## config.mk

```make
export PLATFORM = sky130hd
export DESIGN_NAME = click_long_press_event_fsm
export DESIGN_NICKNAME = d
export VERILOG_FILES = /design/src/rtl/clpe_pkg.sv /design/src/rtl/clpe_step.sv /design/src/rtl/clpe_skid.sv /design/src/rtl/click_long_press_event_fsm.sv
export VERILOG_INCLUDE_DIRS = /design/src /design/src/rtl
export SDC_FILE = /design/constraint.sdc
export NUM_CORES = 1
export LEC_CHECK = 0
export BUFFER_PORTS_ARGS = -buffer_cell sky130_fd_sc_hd__buf_2
export CORE_MARGIN = 2
export CORE_UTILIZATION = 59
export CTS_CLUSTER_SIZE = 16
export DETAILED_ROUTE_END_ITERATION = 8
export GPL_ROUTABILITY_DRIVEN = 0
export PLACE_DENSITY_LB_ADDON = 0.3
export SYNTH_ARGS = -nofsm -noshare
export SYNTH_HDL_FRONTEND = slang
export SYNTH_SLANG_ARGS = --single-unit
```

## constraint.sdc

```tcl
create_clock -name i_clk -period 4.2 [get_ports i_clk]
set_input_delay 0.21 -clock i_clk [delete_from_list [all_inputs] [get_ports i_clk]]
set_output_delay 0.21 -clock i_clk [all_outputs]
set_load 0.02 [all_outputs]
```

## src/rtl/click_long_press_event_fsm_assert.svh

```systemverilog
// Assertion macros for the click / long-press event block.
// Included by the modules that carry concurrent checks; no dependencies.
`ifndef CLICK_LONG_PRESS_EVENT_FSM_ASSERT_SVH
`define CLICK_LONG_PRESS_EVENT_FSM_ASSERT_SVH

`ifndef NO_ASSERTIONS
// same-cycle implication
`define CLPE_ASSERT_NOW(label, clk, rst_n, ante, cons) \
    label: assert property (@(posedge clk) disable iff (!rst_n) (ante) |-> (cons)) \
        else $error("click_long_press_event_fsm: assertion failed");
// next-cycle implication
`define CLPE_ASSERT_NEXT(label, clk, rst_n, ante, cons) \
    label: assert property (@(posedge clk) disable iff (!rst_n) (ante) |=> (cons)) \
        else $error("click_long_press_event_fsm: assertion failed");
`else
`define CLPE_ASSERT_NOW(label, clk, rst_n, ante, cons)
`define CLPE_ASSERT_NEXT(label, clk, rst_n, ante, cons)
`endif

`endif

```

## src/rtl/clpe_pkg.sv

```systemverilog
// Types and constants shared by the click / long-press event block.
// No dependencies.
package clpe_pkg;

    localparam int unsigned TICK_W  = 16;
    localparam int unsigned COUNT_W = 4;
    localparam int unsigned CFG_IDX_W = 2;

    localparam logic [TICK_W-1:0]  TICK_MAX      = 16'hFFFF;
    localparam logic [COUNT_W-1:0] REPEAT_MAX    = 4'd15;
    localparam logic [TICK_W-1:0]  LONG_LIMIT_RST  = 16'd200;
    localparam logic [TICK_W-1:0]  SHORT_LIMIT_RST = 16'd30;

    localparam logic [CFG_IDX_W-1:0] REG_LONG_LIMIT  = 2'd0;
    localparam logic [CFG_IDX_W-1:0] REG_SHORT_LIMIT = 2'd1;

    typedef enum logic [2:0] {
        MODE_IDLE    = 3'd0,
        MODE_PRESSED = 3'd1,
        MODE_WAIT    = 3'd2,
        MODE_REPEAT  = 3'd3,
        MODE_LONG    = 3'd4
    } t_mode;

    typedef enum logic [2:0] {
        EV_NONE       = 3'd0,
        EV_DOWN       = 3'd1,
        EV_UP         = 3'd2,
        EV_REPEAT     = 3'd3,
        EV_SINGLE     = 3'd4,
        EV_DOUBLE     = 3'd5,
        EV_LONG_START = 3'd6,
        EV_LONG_HOLD  = 3'd7
    } t_event;

    typedef struct packed {
        t_mode               mode;
        logic [TICK_W-1:0]   tick;
        logic [COUNT_W-1:0]  repeat_cnt;
        t_event              held_event;
    } t_state;

    typedef struct packed {
        t_mode               machine_mode;
        logic [COUNT_W-1:0]  press_count;
        t_event              event_code;
    } t_result;

endpackage

```

## src/rtl/clpe_step.sv

```systemverilog
// Per-tick update of the press machine: tick counter, repeat count and event.
// Purely combinational; uses clpe_pkg.
module clpe_step (
    input  clpe_pkg::t_state                 i_state,
    input  logic                             i_held,
    input  logic [clpe_pkg::TICK_W-1:0]      i_long_limit,
    input  logic [clpe_pkg::TICK_W-1:0]      i_short_limit,
    output clpe_pkg::t_state                 o_state,
    output clpe_pkg::t_event                 o_event
);

    logic [clpe_pkg::TICK_W-1:0]  tick_inc;
    logic                         long_hit;
    logic                         short_over;
    logic                         short_under;
    clpe_pkg::t_mode              mode_nxt;
    logic [clpe_pkg::TICK_W-1:0]  tick_nxt;
    logic [clpe_pkg::COUNT_W-1:0] repeat_nxt;
    clpe_pkg::t_event             event_nxt;

    assign tick_inc = (i_state.mode != clpe_pkg::MODE_IDLE && i_state.tick != clpe_pkg::TICK_MAX)
                    ? i_state.tick + 16'd1 : i_state.tick;
    assign long_hit    = tick_inc > i_long_limit;
    assign short_over  = tick_inc > i_short_limit;
    assign short_under = tick_inc < i_short_limit;

    // next mode
    always_comb begin
        mode_nxt = i_state.mode;
        case (i_state.mode)
            clpe_pkg::MODE_IDLE: begin
                if (i_held) mode_nxt = clpe_pkg::MODE_PRESSED;
            end
            clpe_pkg::MODE_PRESSED: begin
                if (!i_held) mode_nxt = clpe_pkg::MODE_WAIT;
                else if (long_hit) mode_nxt = clpe_pkg::MODE_LONG;
            end
            clpe_pkg::MODE_WAIT: begin
                if (i_held) mode_nxt = clpe_pkg::MODE_REPEAT;
                else if (short_over) mode_nxt = clpe_pkg::MODE_IDLE;
            end
            clpe_pkg::MODE_REPEAT: begin
                if (!i_held) begin
                    mode_nxt = short_under ? clpe_pkg::MODE_WAIT : clpe_pkg::MODE_IDLE;
                end else if (short_over) begin
                    mode_nxt = clpe_pkg::MODE_PRESSED;
                end
            end
            clpe_pkg::MODE_LONG: begin
                if (!i_held) mode_nxt = clpe_pkg::MODE_IDLE;
            end
            default: begin
                mode_nxt = clpe_pkg::MODE_IDLE;
            end
        endcase
    end

    // tick, repeat count and event
    always_comb begin
        tick_nxt   = tick_inc;
        repeat_nxt = i_state.repeat_cnt;
        event_nxt  = i_state.held_event;
        case (i_state.mode)
            clpe_pkg::MODE_IDLE: begin
                if (i_held) begin
                    event_nxt  = clpe_pkg::EV_DOWN;
                    tick_nxt   = '0;
                    repeat_nxt = 4'd1;
                end else begin
                    event_nxt = clpe_pkg::EV_NONE;
                end
            end
            clpe_pkg::MODE_PRESSED: begin
                if (!i_held) begin
                    event_nxt = clpe_pkg::EV_UP;
                    tick_nxt  = '0;
                end else if (long_hit) begin
                    event_nxt = clpe_pkg::EV_LONG_START;
                end
            end
            clpe_pkg::MODE_WAIT: begin
                if (i_held) begin
                    if (i_state.repeat_cnt != clpe_pkg::REPEAT_MAX)
                        repeat_nxt = i_state.repeat_cnt + 4'd1;
                    event_nxt = clpe_pkg::EV_REPEAT;
                    tick_nxt  = '0;
                end else if (short_over) begin
                    if (i_state.repeat_cnt == 4'd1) event_nxt = clpe_pkg::EV_SINGLE;
                    else if (i_state.repeat_cnt == 4'd2) event_nxt = clpe_pkg::EV_DOUBLE;
                end
            end
            clpe_pkg::MODE_REPEAT: begin
                if (!i_held) begin
                    event_nxt = clpe_pkg::EV_UP;
                    if (short_under) tick_nxt = '0;
                end
            end
            clpe_pkg::MODE_LONG: begin
                event_nxt = i_held ? clpe_pkg::EV_LONG_HOLD : clpe_pkg::EV_UP;
            end
            default: begin
                event_nxt = i_state.held_event;
            end
        endcase
    end

    assign o_event                = event_nxt;
    assign o_state.mode           = mode_nxt;
    assign o_state.tick           = tick_nxt;
    assign o_state.repeat_cnt     = repeat_nxt;
    assign o_state.held_event     = event_nxt;

endmodule

```

## src/rtl/clpe_skid.sv

```systemverilog
// Two-entry output stage: result register plus skid register.
// Uses clpe_pkg::t_result and the assertion macros header.
`include "click_long_press_event_fsm_assert.svh"

module clpe_skid (
    input  logic               i_clk,
    input  logic               i_rst_n,
    input  logic               i_valid,
    output logic               o_ready,
    input  clpe_pkg::t_result  i_data,
    output logic               o_valid,
    input  logic               i_ready,
    output clpe_pkg::t_result  o_data
);

    logic              r_out_valid;
    logic              r_skid_valid;
    clpe_pkg::t_result r_out;
    clpe_pkg::t_result r_skid;
    logic              n_out_valid;
    logic              n_skid_valid;
    logic              accept;
    logic              drain;

    assign o_ready = !r_skid_valid;
    assign accept  = i_valid && !r_skid_valid;
    assign drain   = !r_out_valid || i_ready;

    always_comb begin
        n_out_valid  = r_out_valid;
        n_skid_valid = r_skid_valid;
        if (drain) begin
            n_out_valid  = r_skid_valid || accept;
            n_skid_valid = 1'b0;
        end else if (accept) begin
            n_skid_valid = 1'b1;
        end
    end

    always_ff @(posedge i_clk) begin
        if (!i_rst_n) begin
            r_out_valid  <= 1'b0;
            r_skid_valid <= 1'b0;
        end else begin
            r_out_valid  <= n_out_valid;
            r_skid_valid <= n_skid_valid;
        end
    end

    always_ff @(posedge i_clk) begin
        if (drain) begin
            r_out <= r_skid_valid ? r_skid : i_data;
        end else if (accept) begin
            r_skid <= i_data;
        end
    end

    assign o_valid = r_out_valid;
    assign o_data  = r_out;

    `CLPE_ASSERT_NOW(a_skid_behind_out, i_clk, i_rst_n, r_skid_valid, r_out_valid)
    `CLPE_ASSERT_NEXT(a_stall_fills_skid, i_clk, i_rst_n, accept && r_out_valid && !i_ready, r_skid_valid)
    `CLPE_ASSERT_NEXT(a_drain_empties, i_clk, i_rst_n, r_out_valid && i_ready && !r_skid_valid && !accept, !r_out_valid)

endmodule

```

## src/rtl/click_long_press_event_fsm.sv

```systemverilog
// Top level of the click / double-click / long-press event block.
// Uses clpe_pkg, clpe_step, clpe_skid and the assertion macros header.
//
//  channel   direction  handshake                   payload
//  s_axis    in         s_axis_tvalid/tready        tdata[0] combo_held, [1] consume_event
//  m_axis    out        m_axis_tvalid/tready        tdata[2:0] event, [6:3] count, [9:7] mode
//  cfg       in         i_cfg_valid/o_cfg_ready     i_cfg_index, i_cfg_data
//
// One tick per cycle unless the skid register is full; each tick is one pass through clpe_step.
// Its result lands on the edge taking it: output register, or skid register if stalled.
// A two-entry output stage keeps the input open for one tick while a result is stalled.
// Synchronous active-low reset clears the machine and loads limits 200 and 30.
// Config writes take effect on the next tick; the config port is always ready.
`include "click_long_press_event_fsm_assert.svh"

module click_long_press_event_fsm (
    input  logic        i_clk,
    input  logic        i_rst_n,
    input  logic        s_axis_tvalid,
    output logic        s_axis_tready,
    input  logic [7:0]  s_axis_tdata,   // [0] combo_held, [1] consume_event
    output logic        m_axis_tvalid,
    input  logic        m_axis_tready,
    output logic [15:0] m_axis_tdata,   // [2:0] event_code, [6:3] press_count, [9:7] machine_mode
    input  logic        i_cfg_valid,
    output logic        o_cfg_ready,
    input  logic [clpe_pkg::CFG_IDX_W-1:0] i_cfg_index,
    input  logic [clpe_pkg::TICK_W-1:0]    i_cfg_data
);

    clpe_pkg::t_state             r_state;
    logic [clpe_pkg::TICK_W-1:0]  r_long_limit;
    logic [clpe_pkg::TICK_W-1:0]  r_short_limit;
    clpe_pkg::t_state             w_step;
    clpe_pkg::t_event             w_event;
    clpe_pkg::t_state             n_state;
    clpe_pkg::t_result            w_res;
    clpe_pkg::t_result            w_out;
    logic                         in_xfer;
    logic                         held;
    logic                         consume;

    assign held    = s_axis_tdata[0];
    assign consume = s_axis_tdata[1];
    assign in_xfer = s_axis_tvalid && s_axis_tready;
    assign o_cfg_ready = 1'b1;

    clpe_step u_step (
        .i_state       (r_state),
        .i_held        (held),
        .i_long_limit  (r_long_limit),
        .i_short_limit (r_short_limit),
        .o_state       (w_step),
        .o_event       (w_event)
    );

    always_comb begin
        n_state = w_step;
        if (consume) n_state.held_event = clpe_pkg::EV_NONE;
    end

    always_ff @(posedge i_clk) begin
        if (!i_rst_n) begin
            r_state.mode       <= clpe_pkg::MODE_IDLE;
            r_state.tick       <= '0;
            r_state.repeat_cnt <= '0;
            r_state.held_event <= clpe_pkg::EV_NONE;
        end else if (in_xfer) begin
            r_state <= n_state;
        end
    end

    always_ff @(posedge i_clk) begin
        if (!i_rst_n) begin
            r_long_limit  <= clpe_pkg::LONG_LIMIT_RST;
            r_short_limit <= clpe_pkg::SHORT_LIMIT_RST;
        end else if (i_cfg_valid) begin
            case (i_cfg_index)
                clpe_pkg::REG_LONG_LIMIT:  r_long_limit  <= i_cfg_data;
                clpe_pkg::REG_SHORT_LIMIT: r_short_limit <= i_cfg_data;
                default: ;
            endcase
        end
    end

    assign w_res.machine_mode = w_step.mode;
    assign w_res.press_count  = w_step.repeat_cnt;
    assign w_res.event_code   = w_event;

    clpe_skid u_skid (
        .i_clk   (i_clk),
        .i_rst_n (i_rst_n),
        .i_valid (s_axis_tvalid),
        .o_ready (s_axis_tready),
        .i_data  (w_res),
        .o_valid (m_axis_tvalid),
        .i_ready (m_axis_tready),
        .o_data  (w_out)
    );

    assign m_axis_tdata = {6'd0, w_out.machine_mode, w_out.press_count, w_out.event_code};

    `CLPE_ASSERT_NOW(a_count_when_active, i_clk, i_rst_n, r_state.mode != clpe_pkg::MODE_IDLE, r_state.repeat_cnt != '0)
    `CLPE_ASSERT_NOW(a_down_in_pressed, i_clk, i_rst_n, r_state.held_event == clpe_pkg::EV_DOWN, r_state.mode == clpe_pkg::MODE_PRESSED)
    `CLPE_ASSERT_NOW(a_hold_in_long, i_clk, i_rst_n, r_state.held_event == clpe_pkg::EV_LONG_HOLD, r_state.mode == clpe_pkg::MODE_LONG)

endmodule

```

==> key figures <==
Final layout
  • Post-route cell area: roughly 0.0055 sq mm
  • Share of layout cells above drive strength 1: between 10% and 20%
  • N_diodes: 0
  • Area added between synthesis and finish: 12.7%
  • Final cell count without fillers: roughly 730
  • Final nets: just under 700

Timing
  • Clk_skew: 0.0102 ns
  • Setup_tns: 0 ns
  • Final hold vios: 0
  • Worst-Margin Slew: roughly 1.2 ns
  • Peak Freq: approximately 250 MHz
  • Setup Viol. Count Final: 0
  • Period minus WS final: ~4 ns
  • Slew HR: 16.5%
  • Hold slack: ~0.075 ns
  • Final period util: between 90% and 100%
  • Max Slew Vio Count: 0
  • Unrepaired setup endpoints after global routing: no
  • Final setup margin: 0.234 ns

Synth
  • Post-synth EDFFs: 20
  • FF+latch count, synth: 80
  • FFs w/ async S/R, synth: 0%
  • Cell with the most instances after synthesis: nand2_1
  • Top post-synthesis cells by area: dfxtp_1 (25%), edfxtp_1 (12%), ha_1 (9.3%), nand2_1 (8.8%), a21boi_0 (6.2%)
  • Post-synthesis instance total: about 580
  • Top cell type's share of synthesized area: between 20 and 25%
  • Mapped Avg Cell Area: about 8.4 sq um
  • Synthesis Warnings: 0
  • Commonest cells post-synth: nand2_1 (114), dfxtp_1 (60), inv_1 (44)
  • Synth cell types: 71
  • Sequential fraction of the synthesis area: a little under two fifths
  • Mapped cell area: just under 0.005 sq mm
  • Primary FF master, synth: dfxtp_1
  • Top cell type by total area after synthesis: dfxtp_1

Place
  • PortBufs: 36
  • Placed cell count: just over 700
  • DP Area: 0.00520 sq mm
  • DP Worst Slack: 0.0567 ns
  • Dpl hpwl: roughly 8 mm

Clock network
  • H-tree depth: 3
  • Number of CTS-inserted buffers: 9
  • Clk buf depth: 2
  • TritonCTS clock tree: done
  • Clk_lat worst skew: between 0.3 and 0.4 ns
  • CTS clk-pin slew, worst paths: 0.09 ns
  • Setup bufs post-CTS: 0
  • CTS Root Buffer Type: clkbuf_8
  • Sink Count: 80

Drt
  • DRT Pass-1 Iters: 5
  • DR top layer: met4
  • Routed Antenna Nets: 0
  • Vias: 4206
  • 1st-iter DRT viols: between 200 and 300
  • Met2 wire len: ~5.4 mm
  • # DRC: 0
  • Met1 Routed Length: ~4.9 mm
  • Vias/cell: slightly below 6
  • Met3 WL post-DR: ~520 um
  • Routed wire length: roughly 11 mm
  • Wire length per cell: around 15 um

Die
  • Core Rows: 33
  • Die Width: roughly 95 um
  • Die height: around 95 um
  • Core Area: 0.00809 sq mm
  • Die area: about 0.0089 sq mm
  • Initial Util: around 60%
  • IO Pins: 50

Setup path
  • Crit Path Class: register to register
  • Worst Path Required: around 4.3 ns
  • Critical path capture point type: register
  • Critical path fanouts, max: 5
  • CP Launch Type: register
  • WP data arrival: 4.10 ns

Global routing
  • Initial antenna violation count: 0
  • GRT overflow: 0
  • Largest net degree at the start of global routing: between 60 and 70
  • Total track usage: 26.4%
  • Vias in the first global route: approximately 4000
  • First-pass GRT wire length: about 19 mm

Pwr
  • Clock network fraction of design power: 38.9%
  • Internal: ~1.2 mW
  • Net Sw Frac: between 20% and 30%
  • Power per cell area: roughly 310 mW/mm^2
  • Logic pwr share: between 10% and 20%
  • P_sw: 0.460 mW
  • Reg power frac: approximately half
  • Max IR drop VDD: between 0.2 and 0.3 mV
  • Lkg Pwr: 2.17 nW

Flow run
  • Max Cap Viol: 0

Min path
  • Tightest Hold Check Type: input port to register

Run status
  • Status: finished clean
[power groups by stage]
| stage | Clock, mW | Sequential [mW] | Combinational [mW] |
|---|---|---|---|
| global placement | 0 | 0.844 | 0.194 |
| global route | 0.704 | 0.832 | 0.229 |
| finish | 0.659 | 0.828 | 0.207 |
| detailed placement | 0 | 0.846 | 0.202 |
| CTS | 0.665 | 0.828 | 0.203 |
| floorplan | 0 | 0.856 | 0.128 |
[sequential cells by signal, indices dropped and copies added (netlist names)]
signal / count
u_skid.r_skid: 10
u_skid.o_data: 10
r_state: 26
r_short_limit: 16
u_skid.r_skid_valid: 1
r_long_limit: 16
u_skid.o_valid: 1
[critical path, cell delays in order, from the launching register on]
cell and delay [ns]:
dfxtp_1 0.39, nand4_1 0.16, or2_2 0.32, nand4bb_4 0.26
nor2_4 0.16, nand3_1 0.16, xnor2_1 0.20, ha_1 0.33
nand4_1 0.13, buf_4 0.17, or4_1 0.57, o211ai_1 0.12
o221ai_1 0.15, nor2b_2 0.18, a211oi_2 0.11, mux2_1 0.31
[what timing repair did]
action,in CTS,in global routing
endpoints found under the setup margin,0,23
resized for setup,0,6
hold buffers,0,0
[layout make-up]
class | count | area [sq um]
Sequential cell | 80 | 1800
Inverter | 44 | 165
Tap cell | 105 | 131
Fill cell | 670 | 2640
Clock inverter | 7 | 104
Timing Repair Buffer | 62 | 375
Multi-Input combinational cell | 421 | 2750
Clock buffer | 9 | 124
[per-stage QoR]
stage          utilization, %  power, mW
2_1_floorplan               -      0.984
3_3_place_gp             64.2       1.04
3_5_place_dp             64.2       1.05
4_1_cts                  67.0       1.70
5_1_grt                  67.3       1.77
6_report                 67.3       1.69
[final timing paths]
path	from	endpoint	slack [ns]	cells past startpoint
worst max register to register	r_state[14]$_SDFFE_PN0P_	u_skid.o_data[0]$_DFFE_PP_	0.23	15
worst min-delay path	i_cfg_data[1]	r_short_limit[1]$_SDFFE_PN1P_	0.07	3
worst max-delay path	r_state[14]$_SDFFE_PN0P_	u_skid.o_data[0]$_DFFE_PP_	0.23	15
worst min register to register	r_long_limit[13]$_SDFFE_PN0P_	r_long_limit[13]$_SDFFE_PN0P_	0.47	2
[routing by layer]
metal	vias up	GRT usage [%]
met5	-	0
met4	0	10.1
met3	21	5.67
met2	109	44.6
met1	1986	33.1
li1	2090	-
[logic make-up after synthesis]
family / after synthesis / share of synthesized area (%)
AO/OA/AOI/OAI: 141 / 19.9
XOR/XNOR: 14 / 2.54
adder cells (fa/ha/maj): 37 / 9.52
buffers and inverters: 79 / 6.93
flip-flops: 80 / 37.3
multiplexers: 9 / 2.10
other: 2 / 0.155
AND/OR/NAND/NOR: 213 / 21.6
[cells in the final DEF, fill, tap and decap left out, drive strengths merged, types with 3 or more instances in the layout]
cell type,instances
ha,36
o211ai,10
nand2b,6
o22ai,9
conb,7
o21ai,18
nand4,10
nand3b,3
buf,62
or3b,5
clkbuf,9
edfxtp,20
a211oi,4
nor2b,4
xor2,6
inv,46
nor2,25
mux2,9
nand3,18
nand2,114
a21boi,40
nor3,6
or2,3
dfxtp,60
xnor2,8
a21oi,37
Power figures use the tool's default switching activity.
